**src/rtl/core/sbc_pkg.sv**
```systemverilog
// Package for the SHA-256 block compressor: shared types, constants and
// the round functions. Used by every module of the block; depends on nothing.
`default_nettype none

package sbc_pkg;

  localparam int unsigned WordWidth  = 32;
  localparam int unsigned BlockWords = 16;
  localparam int unsigned NumRounds  = 64;
  localparam int unsigned HashWords  = 8;
  localparam int unsigned QueueDepthDefault = 4;

  // One message word as it travels from the front to the back.
  typedef struct packed {
    logic [WordWidth-1:0] word;
    logic                 fresh;  // first word of a block that restarts the hash
    logic                 last;   // sixteenth word of the final block
  } entry_t;

  // Back-end sequencer states.
  typedef enum logic [1:0] {
    ST_ROUND,
    ST_ADD,
    ST_EMIT
  } back_state_e;

  function automatic logic [31:0] rotr(input logic [31:0] x, input int unsigned n);
    rotr = (x >> n) | (x << (32 - n));
  endfunction

  function automatic logic [31:0] big_sigma0(input logic [31:0] x);
    big_sigma0 = rotr(x, 2) ^ rotr(x, 13) ^ rotr(x, 22);
  endfunction

  function automatic logic [31:0] big_sigma1(input logic [31:0] x);
    big_sigma1 = rotr(x, 6) ^ rotr(x, 11) ^ rotr(x, 25);
  endfunction

  function automatic logic [31:0] small_sigma0(input logic [31:0] x);
    small_sigma0 = rotr(x, 7) ^ rotr(x, 18) ^ (x >> 3);
  endfunction

  function automatic logic [31:0] small_sigma1(input logic [31:0] x);
    small_sigma1 = rotr(x, 17) ^ rotr(x, 19) ^ (x >> 10);
  endfunction

  // Standard initial hash values.
  function automatic logic [31:0] iv_word(input logic [2:0] idx);
    logic [31:0] v;
    case (idx)
      3'd0:    v = 32'h6a09e667;
      3'd1:    v = 32'hbb67ae85;
      3'd2:    v = 32'h3c6ef372;
      3'd3:    v = 32'ha54ff53a;
      3'd4:    v = 32'h510e527f;
      3'd5:    v = 32'h9b05688c;
      3'd6:    v = 32'h1f83d9ab;
      default: v = 32'h5be0cd19;
    endcase
    iv_word = v;
  endfunction

  // Round constants.
  function automatic logic [31:0] round_k(input logic [5:0] r);
    logic [31:0] k;
    case (r)
      6'd0:  k = 32'h428a2f98;  6'd1:  k = 32'h71374491;
      6'd2:  k = 32'hb5c0fbcf;  6'd3:  k = 32'he9b5dba5;
      6'd4:  k = 32'h3956c25b;  6'd5:  k = 32'h59f111f1;
      6'd6:  k = 32'h923f82a4;  6'd7:  k = 32'hab1c5ed5;
      6'd8:  k = 32'hd807aa98;  6'd9:  k = 32'h12835b01;
      6'd10: k = 32'h243185be;  6'd11: k = 32'h550c7dc3;
      6'd12: k = 32'h72be5d74;  6'd13: k = 32'h80deb1fe;
      6'd14: k = 32'h9bdc06a7;  6'd15: k = 32'hc19bf174;
      6'd16: k = 32'he49b69c1;  6'd17: k = 32'hefbe4786;
      6'd18: k = 32'h0fc19dc6;  6'd19: k = 32'h240ca1cc;
      6'd20: k = 32'h2de92c6f;  6'd21: k = 32'h4a7484aa;
      6'd22: k = 32'h5cb0a9dc;  6'd23: k = 32'h76f988da;
      6'd24: k = 32'h983e5152;  6'd25: k = 32'ha831c66d;
      6'd26: k = 32'hb00327c8;  6'd27: k = 32'hbf597fc7;
      6'd28: k = 32'hc6e00bf3;  6'd29: k = 32'hd5a79147;
      6'd30: k = 32'h06ca6351;  6'd31: k = 32'h14292967;
      6'd32: k = 32'h27b70a85;  6'd33: k = 32'h2e1b2138;
      6'd34: k = 32'h4d2c6dfc;  6'd35: k = 32'h53380d13;
      6'd36: k = 32'h650a7354;  6'd37: k = 32'h766a0abb;
      6'd38: k = 32'h81c2c92e;  6'd39: k = 32'h92722c85;
      6'd40: k = 32'ha2bfe8a1;  6'd41: k = 32'ha81a664b;
      6'd42: k = 32'hc24b8b70;  6'd43: k = 32'hc76c51a3;
      6'd44: k = 32'hd192e819;  6'd45: k = 32'hd6990624;
      6'd46: k = 32'hf40e3585;  6'd47: k = 32'h106aa070;
      6'd48: k = 32'h19a4c116;  6'd49: k = 32'h1e376c08;
      6'd50: k = 32'h2748774c;  6'd51: k = 32'h34b0bcb5;
      6'd52: k = 32'h391c0cb3;  6'd53: k = 32'h4ed8aa4a;
      6'd54: k = 32'h5b9cca4f;  6'd55: k = 32'h682e6ff3;
      6'd56: k = 32'h748f82ee;  6'd57: k = 32'h78a5636f;
      6'd58: k = 32'h84c87814;  6'd59: k = 32'h8cc70208;
      6'd60: k = 32'h90befffa;  6'd61: k = 32'ha4506ceb;
      6'd62: k = 32'hbef9a3f7;  default: k = 32'hc67178f2;
    endcase
    round_k = k;
  endfunction

endpackage

`default_nettype wire

```
**src/rtl/core/sbc_front.sv**
```systemverilog
// Front end of the SHA-256 block compressor: accepts message words, tracks
// the word position inside the block and tags block start and final flags.
// Depends on sbc_pkg.
`default_nettype none

module sbc_front (
  input  wire logic           clk_i,
  input  wire logic           rst_ni,
  input  wire logic           in_valid_i,
  output logic                in_ready_o,
  input  wire logic [31:0]    message_word_i,
  input  wire logic           new_message_i,
  input  wire logic           final_block_i,
  output logic                push_o,
  output sbc_pkg::entry_t     push_entry_o,
  input  wire logic           queue_full_i
);

  logic [3:0] word_pos_q, word_pos_d;
  logic       accept;

  // A word is taken whenever the queue has room.
  assign in_ready_o = !queue_full_i;
  assign accept     = in_valid_i && in_ready_o;
  assign push_o     = accept;

  // The restart flag counts only on a first word, the final flag only on a
  // sixteenth word.
  always_comb begin
    push_entry_o.word  = message_word_i;
    push_entry_o.fresh = new_message_i && (word_pos_q == 4'd0);
    push_entry_o.last  = final_block_i && (word_pos_q == 4'(sbc_pkg::BlockWords - 1));
  end

  // Position counter wraps after sixteen words.
  assign word_pos_d = accept ? word_pos_q + 4'd1 : word_pos_q;

  always_ff @(posedge clk_i or negedge rst_ni) begin
    if (!rst_ni) begin
      word_pos_q <= 4'd0;
    end else begin
      word_pos_q <= word_pos_d;
    end
  end

endmodule

`default_nettype wire

```
**src/rtl/core/sbc_fifo.sv**
```systemverilog
// Short word queue between the front and back ends of the compressor.
// Depends on sbc_pkg for the entry type.
`default_nettype none

module sbc_fifo #(
  parameter int unsigned Depth = sbc_pkg::QueueDepthDefault
) (
  input  wire logic           clk_i,
  input  wire logic           rst_ni,
  input  wire logic           push_i,
  input  sbc_pkg::entry_t     push_entry_i,
  output logic                full_o,
  input  wire logic           pop_i,
  output logic                valid_o,
  output sbc_pkg::entry_t     pop_entry_o
);

  localparam int unsigned PtrWidth = (Depth > 1) ? $clog2(Depth) : 1;
  localparam int unsigned CntWidth = $clog2(Depth + 1);

  sbc_pkg::entry_t       mem_q [Depth];
  logic [PtrWidth-1:0]   wr_ptr_q, rd_ptr_q;
  logic [CntWidth-1:0]   count_q;

  assign full_o      = (count_q == CntWidth'(Depth));
  assign valid_o     = (count_q != '0);
  assign pop_entry_o = mem_q[rd_ptr_q];

  // Storage has no reset; only written entries are ever read.
  always_ff @(posedge clk_i) begin
    if (push_i) begin
      mem_q[wr_ptr_q] <= push_entry_i;
    end
  end

  // Pointers wrap at the depth, which need not be a power of two.
  always_ff @(posedge clk_i or negedge rst_ni) begin
    if (!rst_ni) begin
      wr_ptr_q <= '0;
      rd_ptr_q <= '0;
      count_q  <= '0;
    end else begin
      if (push_i) begin
        wr_ptr_q <= (wr_ptr_q == PtrWidth'(Depth - 1)) ? '0 : wr_ptr_q + 1'b1;
      end
      if (pop_i) begin
        rd_ptr_q <= (rd_ptr_q == PtrWidth'(Depth - 1)) ? '0 : rd_ptr_q + 1'b1;
      end
      if (push_i && !pop_i) begin
        count_q <= count_q + 1'b1;
      end else if (pop_i && !push_i) begin
        count_q <= count_q - 1'b1;
      end
    end
  end

  a_no_push_full: assert property (@(posedge clk_i) disable iff (!rst_ni)
    full_o |-> !push_i) else $error("queue written while full");
  a_no_pop_empty: assert property (@(posedge clk_i) disable iff (!rst_ni)
    pop_i |-> valid_o) else $error("queue read while empty");

endmodule

`default_nettype wire

```
**src/rtl/core/sbc_back.sv**
```systemverilog
// Back end of the SHA-256 block compressor: one round per cycle while words
// are queued for the load rounds, rolling schedule window, chaining value
// feed-forward and digest output register. Depends on sbc_pkg.
`default_nettype none

module sbc_back (
  input  wire logic           clk_i,
  input  wire logic           rst_ni,
  input  wire logic           q_valid_i,
  input  sbc_pkg::entry_t     q_entry_i,
  output logic                q_pop_o,
  output logic                out_valid_o,
  input  wire logic           out_ready_i,
  output logic [31:0]         digest_word_o,
  output logic [2:0]          digest_index_o,
  output logic                digest_last_o
);

  localparam int unsigned HW = sbc_pkg::HashWords;

  sbc_pkg::back_state_e state_q, state_d;

  logic [31:0] cv_q  [HW];
  logic [31:0] wv_q  [HW];
  logic [31:0] win_q [sbc_pkg::BlockWords];
  logic [5:0]  rnd_q;
  logic        final_q;
  logic [2:0]  emit_idx_q;

  logic        out_valid_q;
  logic [31:0] out_word_q;
  logic [2:0]  out_idx_q;

  logic        advance;
  logic        load_phase;
  logic        emit_load;

  logic [31:0] base_cv  [HW];
  logic [31:0] cur      [HW];
  logic [31:0] nxt      [HW];
  logic [31:0] w_exp, w_cur, t1, t2;

  assign load_phase = (rnd_q < 6'(sbc_pkg::BlockWords));

  // Next-state logic.
  always_comb begin
    state_d = state_q;
    unique case (state_q)
      sbc_pkg::ST_ROUND: begin
        if (advance && rnd_q == 6'(sbc_pkg::NumRounds - 1)) begin
          state_d = sbc_pkg::ST_ADD;
        end
      end
      sbc_pkg::ST_ADD: begin
        state_d = final_q ? sbc_pkg::ST_EMIT : sbc_pkg::ST_ROUND;
      end
      sbc_pkg::ST_EMIT: begin
        if (emit_load && emit_idx_q == 3'(HW - 1)) begin
          state_d = sbc_pkg::ST_ROUND;
        end
      end
      default: state_d = sbc_pkg::ST_ROUND;
    endcase
  end

  // Sequencer outputs: rounds in the load phase wait for a queued word.
  always_comb begin
    q_pop_o   = 1'b0;
    advance   = 1'b0;
    emit_load = 1'b0;
    unique case (state_q)
      sbc_pkg::ST_ROUND: begin
        q_pop_o = load_phase && q_valid_i;
        advance = !load_phase || q_valid_i;
      end
      sbc_pkg::ST_EMIT: begin
        emit_load = !out_valid_q || out_ready_i;
      end
      default: ;
    endcase
  end

  // Round datapath. Round zero starts from the chaining value, or from the
  // initial hash when the block restarts the message.
  always_comb begin
    for (int i = 0; i < HW; i++) begin
      base_cv[i] = q_entry_i.fresh ? sbc_pkg::iv_word(3'(i)) : cv_q[i];
      cur[i]     = (rnd_q == 6'd0) ? base_cv[i] : wv_q[i];
    end
    w_exp = sbc_pkg::small_sigma1(win_q[14]) + win_q[9]
          + sbc_pkg::small_sigma0(win_q[1]) + win_q[0];
    w_cur = load_phase ? q_entry_i.word : w_exp;
    t1 = cur[7] + sbc_pkg::big_sigma1(cur[4])
       + ((cur[4] & cur[5]) ^ (~cur[4] & cur[6]))
       + sbc_pkg::round_k(rnd_q) + w_cur;
    t2 = sbc_pkg::big_sigma0(cur[0])
       + ((cur[0] & cur[1]) ^ (cur[0] & cur[2]) ^ (cur[1] & cur[2]));
    nxt[0] = t1 + t2;
    nxt[1] = cur[0];
    nxt[2] = cur[1];
    nxt[3] = cur[2];
    nxt[4] = cur[3] + t1;
    nxt[5] = cur[4];
    nxt[6] = cur[5];
    nxt[7] = cur[6];
  end

  // Working variables, schedule window and output data register carry no reset.
  always_ff @(posedge clk_i) begin
    if (state_q == sbc_pkg::ST_ROUND && advance) begin
      for (int i = 0; i < HW; i++) begin
        wv_q[i] <= nxt[i];
      end
      for (int i = 0; i < sbc_pkg::BlockWords - 1; i++) begin
        win_q[i] <= win_q[i + 1];
      end
      win_q[sbc_pkg::BlockWords - 1] <= w_cur;
    end
    if (emit_load) begin
      out_word_q <= cv_q[emit_idx_q];
      out_idx_q  <= emit_idx_q;
    end
  end

  // Control state and chaining value.
  always_ff @(posedge clk_i or negedge rst_ni) begin
    if (!rst_ni) begin
      state_q     <= sbc_pkg::ST_ROUND;
      rnd_q       <= 6'd0;
      final_q     <= 1'b0;
      emit_idx_q  <= 3'd0;
      out_valid_q <= 1'b0;
      for (int i = 0; i < HW; i++) begin
        cv_q[i] <= sbc_pkg::iv_word(3'(i));
      end
    end else begin
      state_q <= state_d;
      if (state_q == sbc_pkg::ST_ROUND && advance) begin
        rnd_q <= rnd_q + 6'd1;
      end
      if (q_pop_o && rnd_q == 6'd0) begin
        for (int i = 0; i < HW; i++) begin
          cv_q[i] <= base_cv[i];
        end
      end
      if (q_pop_o && rnd_q == 6'(sbc_pkg::BlockWords - 1)) begin
        final_q <= q_entry_i.last;
      end
      if (state_q == sbc_pkg::ST_ADD) begin
        for (int i = 0; i < HW; i++) begin
          cv_q[i] <= cv_q[i] + wv_q[i];
        end
      end
      if (emit_load) begin
        emit_idx_q  <= emit_idx_q + 3'd1;
        out_valid_q <= 1'b1;
      end else if (out_ready_i) begin
        out_valid_q <= 1'b0;
      end
    end
  end

  assign out_valid_o    = out_valid_q;
  assign digest_word_o  = out_word_q;
  assign digest_index_o = out_idx_q;
  assign digest_last_o  = (out_idx_q == 3'(HW - 1));

  a_pop_in_load: assert property (@(posedge clk_i) disable iff (!rst_ni)
    q_pop_o |-> load_phase) else $error("word taken outside the load rounds");
  a_add_restarts: assert property (@(posedge clk_i) disable iff (!rst_ni)
    (state_q == sbc_pkg::ST_ADD) |=> (rnd_q == 6'd0 && emit_idx_q == 3'd0))
    else $error("round or digest counter misaligned after a block");
  a_emit_final: assert property (@(posedge clk_i) disable iff (!rst_ni)
    (state_q == sbc_pkg::ST_EMIT) |-> final_q)
    else $error("digest sent for a block that was not final");

endmodule

`default_nettype wire

```
**src/rtl/core/sha256_block_compressor_top.sv**
```systemverilog
// SHA-256 block compressor, top level.
// Usage: padded message words enter on the in channel (valid/ready), one
// big-endian 32-bit word per transfer; sixteen words form a block. Raise
// new_message_i on a block's first word to restart from the initial hash,
// and final_block_i on the sixteenth word of the last block.
// After a final block the eight digest words leave on the out channel, index
// 0 first, with digest_last_o on index 7.
// Timing: words go into a short queue, so the in channel takes words while
// the compression engine runs, until the queue is full. The engine does one
// round per cycle: 16 rounds paced by the arriving words, 48 further rounds,
// then a feed-forward step. After that a final block sends the eight digest
// words, slower if the receiver stalls; while stalled the output register
// holds its word and the engine waits. The first digest word is loaded into
// the output register in the emit state that follows a final block's add.
// Reset loads the initial hash as chaining value and clears all counters.
// Depends on sbc_pkg, sbc_front, sbc_fifo and sbc_back.
`default_nettype none

module sha256_block_compressor_top #(
  parameter int unsigned QueueDepth = sbc_pkg::QueueDepthDefault
) (
  input  wire logic        clk_i,
  input  wire logic        rst_ni,
  input  wire logic        in_valid_i,
  output logic             in_ready_o,
  input  wire logic [31:0] message_word_i,
  input  wire logic        new_message_i,
  input  wire logic        final_block_i,
  output logic             out_valid_o,
  input  wire logic        out_ready_i,
  output logic [31:0]      digest_word_o,
  output logic [2:0]       digest_index_o,
  output logic             digest_last_o
);

  logic            push;
  logic            full;
  logic            pop;
  logic            q_valid;
  sbc_pkg::entry_t push_entry;
  sbc_pkg::entry_t pop_entry;

  // Word loader and classifier.
  sbc_front u_front (
    .clk_i          (clk_i),
    .rst_ni         (rst_ni),
    .in_valid_i     (in_valid_i),
    .in_ready_o     (in_ready_o),
    .message_word_i (message_word_i),
    .new_message_i  (new_message_i),
    .final_block_i  (final_block_i),
    .push_o         (push),
    .push_entry_o   (push_entry),
    .queue_full_i   (full)
  );

  // Queue between loader and engine.
  sbc_fifo #(
    .Depth (QueueDepth)
  ) u_fifo (
    .clk_i        (clk_i),
    .rst_ni       (rst_ni),
    .push_i       (push),
    .push_entry_i (push_entry),
    .full_o       (full),
    .pop_i        (pop),
    .valid_o      (q_valid),
    .pop_entry_o  (pop_entry)
  );

  // Compression engine and digest output.
  sbc_back u_back (
    .clk_i          (clk_i),
    .rst_ni         (rst_ni),
    .q_valid_i      (q_valid),
    .q_entry_i      (pop_entry),
    .q_pop_o        (pop),
    .out_valid_o    (out_valid_o),
    .out_ready_i    (out_ready_i),
    .digest_word_o  (digest_word_o),
    .digest_index_o (digest_index_o),
    .digest_last_o  (digest_last_o)
  );

endmodule

`default_nettype wire
```
**config.mk**
```make
export PLATFORM = sky130hd
export DESIGN_NAME = sha256_block_compressor_top
export DESIGN_NICKNAME = d
export VERILOG_FILES = /design/src/rtl/core/sbc_pkg.sv /design/src/rtl/core/sbc_front.sv /design/src/rtl/core/sbc_fifo.sv /design/src/rtl/core/sbc_back.sv /design/src/rtl/core/sha256_block_compressor_top.sv
export SDC_FILE = /design/constraint.sdc
export NUM_CORES = 2
export LEC_CHECK = 0
export ABC_AREA = 1
export ABC_CLOCK_PERIOD_IN_PS = 25300
export BUFFER_PORTS_ARGS = -buffer_cell sky130_fd_sc_hd__buf_2
export CORE_MARGIN = 1.5
export CORE_UTILIZATION = 40
export DETAILED_ROUTE_END_ITERATION = 8
export PLACE_DENSITY = 0.58
export SYNTH_ARGS = -nofsm -noshare
export SYNTH_HDL_FRONTEND = slang
export SYNTH_SLANG_ARGS = --single-unit
```
**constraint.sdc**
```tcl
create_clock -name clk_i -period 25.3 [get_ports clk_i]
set_clock_uncertainty 0.2 [all_clocks]
set_input_delay 1.265 -clock clk_i [delete_from_list [all_inputs] [get_ports clk_i]]
set_output_delay 1.265 -clock clk_i [all_outputs]
set_load 0.1 [all_outputs]
```
==> run_results.csv <==
group,metric,value,unit
sta,rsz0062_at_grt,"false",
cts,clock_path_buffers,3,
global_route,antenna_found_initial,19,
drt,wire_per_inst,29.2,um
finish,finalNetCount,9461,
cts,cts_buffers,143,
sta,timing.final.crit_share,44.0,%
global_route,grt_usage,33.4,%
sta,fmax,89.7,MHz
yosys,synth_top_area_cell,"edfxtp_1",
finish,layout-drive-gt1-share,7.82,%
drt,drt_iter0_drc,8215,
flow_run,cap_violations,1,
drt,first_pass_iters,8,
yosys,synth_seq_area_share,45.0,%
sta,setup_viol,0,
yosys,yosys.area.top_type_share,35.9,%
worst_setup_path,worstPathRequired,25660,ps
yosys,async_flop_share,23.0,%
yosys,synthCells,8786,
die,initial_core_util,40.3,%
place,port_buffers,75,
cts,clkSinkCount,1219,
cts,cts_htree_levels,4,
global_route,grt_max_degree,207,
cts,worstSkewPairLatency,840,ps
yosys,synth.distinct_cells,69,
worst_setup_path,reg2reg_depth,40,
worst_setup_path,critPathMaxFanout,106,
sta,worst_slew_margin_rel,-8.16,%
global_route,grt_pass1_wl,473,mm
drt,drc,0,
cts,cts_tree,"done",
global_route,first_global_vias,63900,
place,dp_hpwl,258,mm
die,io_pins,76,
sta,hold_viol_final,0,
sta,post-route-min-period,11140,ps
yosys,synth_fp_nets,9431,
die,std_cell_rows,162,
cts,cts_resized,0,
yosys,synth-edff-count,939,
worst_setup_path,criticalPathCategory,"register to register",
yosys,yosysMostFrequentCell,"nand2_1",
yosys,avgSynthCellArea,8.94,sq um
place,gp_congestion,1.03,
sta,fin_setup_tns,0,ps
outcome,status,"complete, but fails checks",
worst_setup_path,arrival,11510,ps
worst_setup_path,cp_slowest_cell,"dfrtp_1",
worst_setup_path,startpoint_type,"register",
drt,vias,67300,
yosys,synth_top_cells_by_area,"edfxtp_1, nand2_1, o21ai_0, ha_1, fa_1",
outcome,violations,"capacitance limit, slew limit",
cts,cts_setup_buffers,0,
drt,wl,337,mm
yosys,ys_seq_elements,1219,
sta,finalMaxSlewViolations,2,
yosys,yosys_warnings,0,
hold_path,hp-class,"register to register",
sta,tightest_slew,1610,ps
die,die-area,199000,sq um
yosys,synth_commonest_cells,"nand2_1, o21ai_0, inv_1",
hold_path,min_path_cells,0,
cts,root_buffer,"clkbuf_16",
worst_setup_path,cp_slowest_stage_delay,570,ps
cts,hold_buffers,0,
global_route,overflow,0,
cts,clkSlewWorstSetupHoldPaths,60,ps
die,dieHeight,446,um
drt,final_antenna_net_count,0,
die,die_width,446,um
worst_setup_path,cpMostUsedCell,"nand2_1",
yosys,synthesis.area,78600,sq um
drt,vias_per_cell,5.82,
die,core_region_area,195000,sq um
sta,hold_slack,188,ps
worst_setup_path,cp-end-kind,"register",
finish,synthToLayoutAreaGrowth,10.4,%
yosys,ys.flop_type,"edfxtp_1",
[state kept, by name, indices dropped and copies added (netlist names), 3 cells and up]
signal and cells:
u_back.digest_index_o 3, u_fifo.mem_q 136, u_fifo.count_q 3, u_front.word_pos_q 4, u_back.win_q 512, u_back.rnd_q 6
u_back.cv_q 256, u_back.wv_q 256, u_back.digest_word_o 32, u_back.emit_idx_q 3
[layer usage]
| layer | GRT usage, % | share of wire (%) | vias to the layer above |
|---|---|---|---|
| met5 | 0 | 0.034 | - |
| met4 | 16.6 | 5.6 | 16 |
| met3 | 6.52 | 8.6 | 631 |
| met2 | 49.5 | 43 | 3342 |
| met1 | 46.5 | 43 | 33100 |
| li1 | - | - | 30200 |
[cells by family after synthesis]
logic type	after synthesis	share of synthesized area, %
compound gates	2255	16.2
xor+xnor	474	5.29
fa+ha+maj	623	11.7
buf+inv	1323	6.64
flops	1219	45.0
mux	1	0.0143
simple gates	2891	15.1
[cell type report]
type / count / area (sq um)
diodes: 9 / 22.5
clock buffers: 177 / 3750
clock inverters: 86 / 1150
fillers: 19200 / 108000
inverters: 1028 / 3900
multi-input cells: 6244 / 38000
flip-flops and latches: 1219 / 35400
well taps: 2624 / 3280
repair buffers: 180 / 1250
[worst paths after layout]
path	start	end	slack (ps)
hold / removal	u_back.win_q[7][37]	u_back.win_q[7][5]	190
max in group asynchronous	rst_ni	u_fifo.rd_ptr_q[0]	21930
hold reg to reg	u_back.win_q[7][37]	u_back.win_q[7][5]	190
setup / recovery	u_back.rnd_q[0]	u_back.wv_q[0][29]	14160
min in group asynchronous	rst_ni	u_back.cv_q[212]	230
setup reg to reg	u_back.rnd_q[0]	u_back.wv_q[0][29]	14160
[worst max-delay path: cells and delay by family (launching register included)]
family          cells  cell delay (ps)
fa+ha+maj           7             2890
compound gates     10             2480
buf+inv             7             1940
simple gates       12             1140
xor+xnor            4             1120
flops               1              570
[stage by stage]
step / instance area, sq um / util (%) / cells / setup slack, ps
floorplan: 78600 / - / 8786 / 7310
global placement: 81900 / 42.0 / 11300 / 14310
detailed placement: 81900 / 42.0 / 11300 / 14540
CTS: 86800 / 44.5 / 11600 / 14450
global route: 86800 / 44.5 / 11600 / 13590
finish: 86800 / 44.5 / 11600 / 14160
[cell usage in the layout (no fill, tap or decap), types with 44 or more instances in the layout]
cell / instances
fa_1: 196
inv_1: 1011
nand4_1: 47
a21o_1: 53
nand3_1: 288
xnor2_1: 190
a31oi_1: 90
or2_2: 74
o211ai_1: 57
nor2_1: 590
nand2_1: 1722
clkbuf_16: 143
o21bai_1: 44
o22ai_1: 57
dfstp_2: 136
a21oi_1: 624
o21ai_0: 1047
dfrtp_1: 141
nor3_1: 94
o21ai_1: 50
buf_4: 99
ha_1: 411
xor2_1: 283
buf_2: 74
edfxtp_1: 939
Power is left out: the tool's default activity adds up to more than one toggle a clock period on the data nets, which glitch-free logic cannot reach.
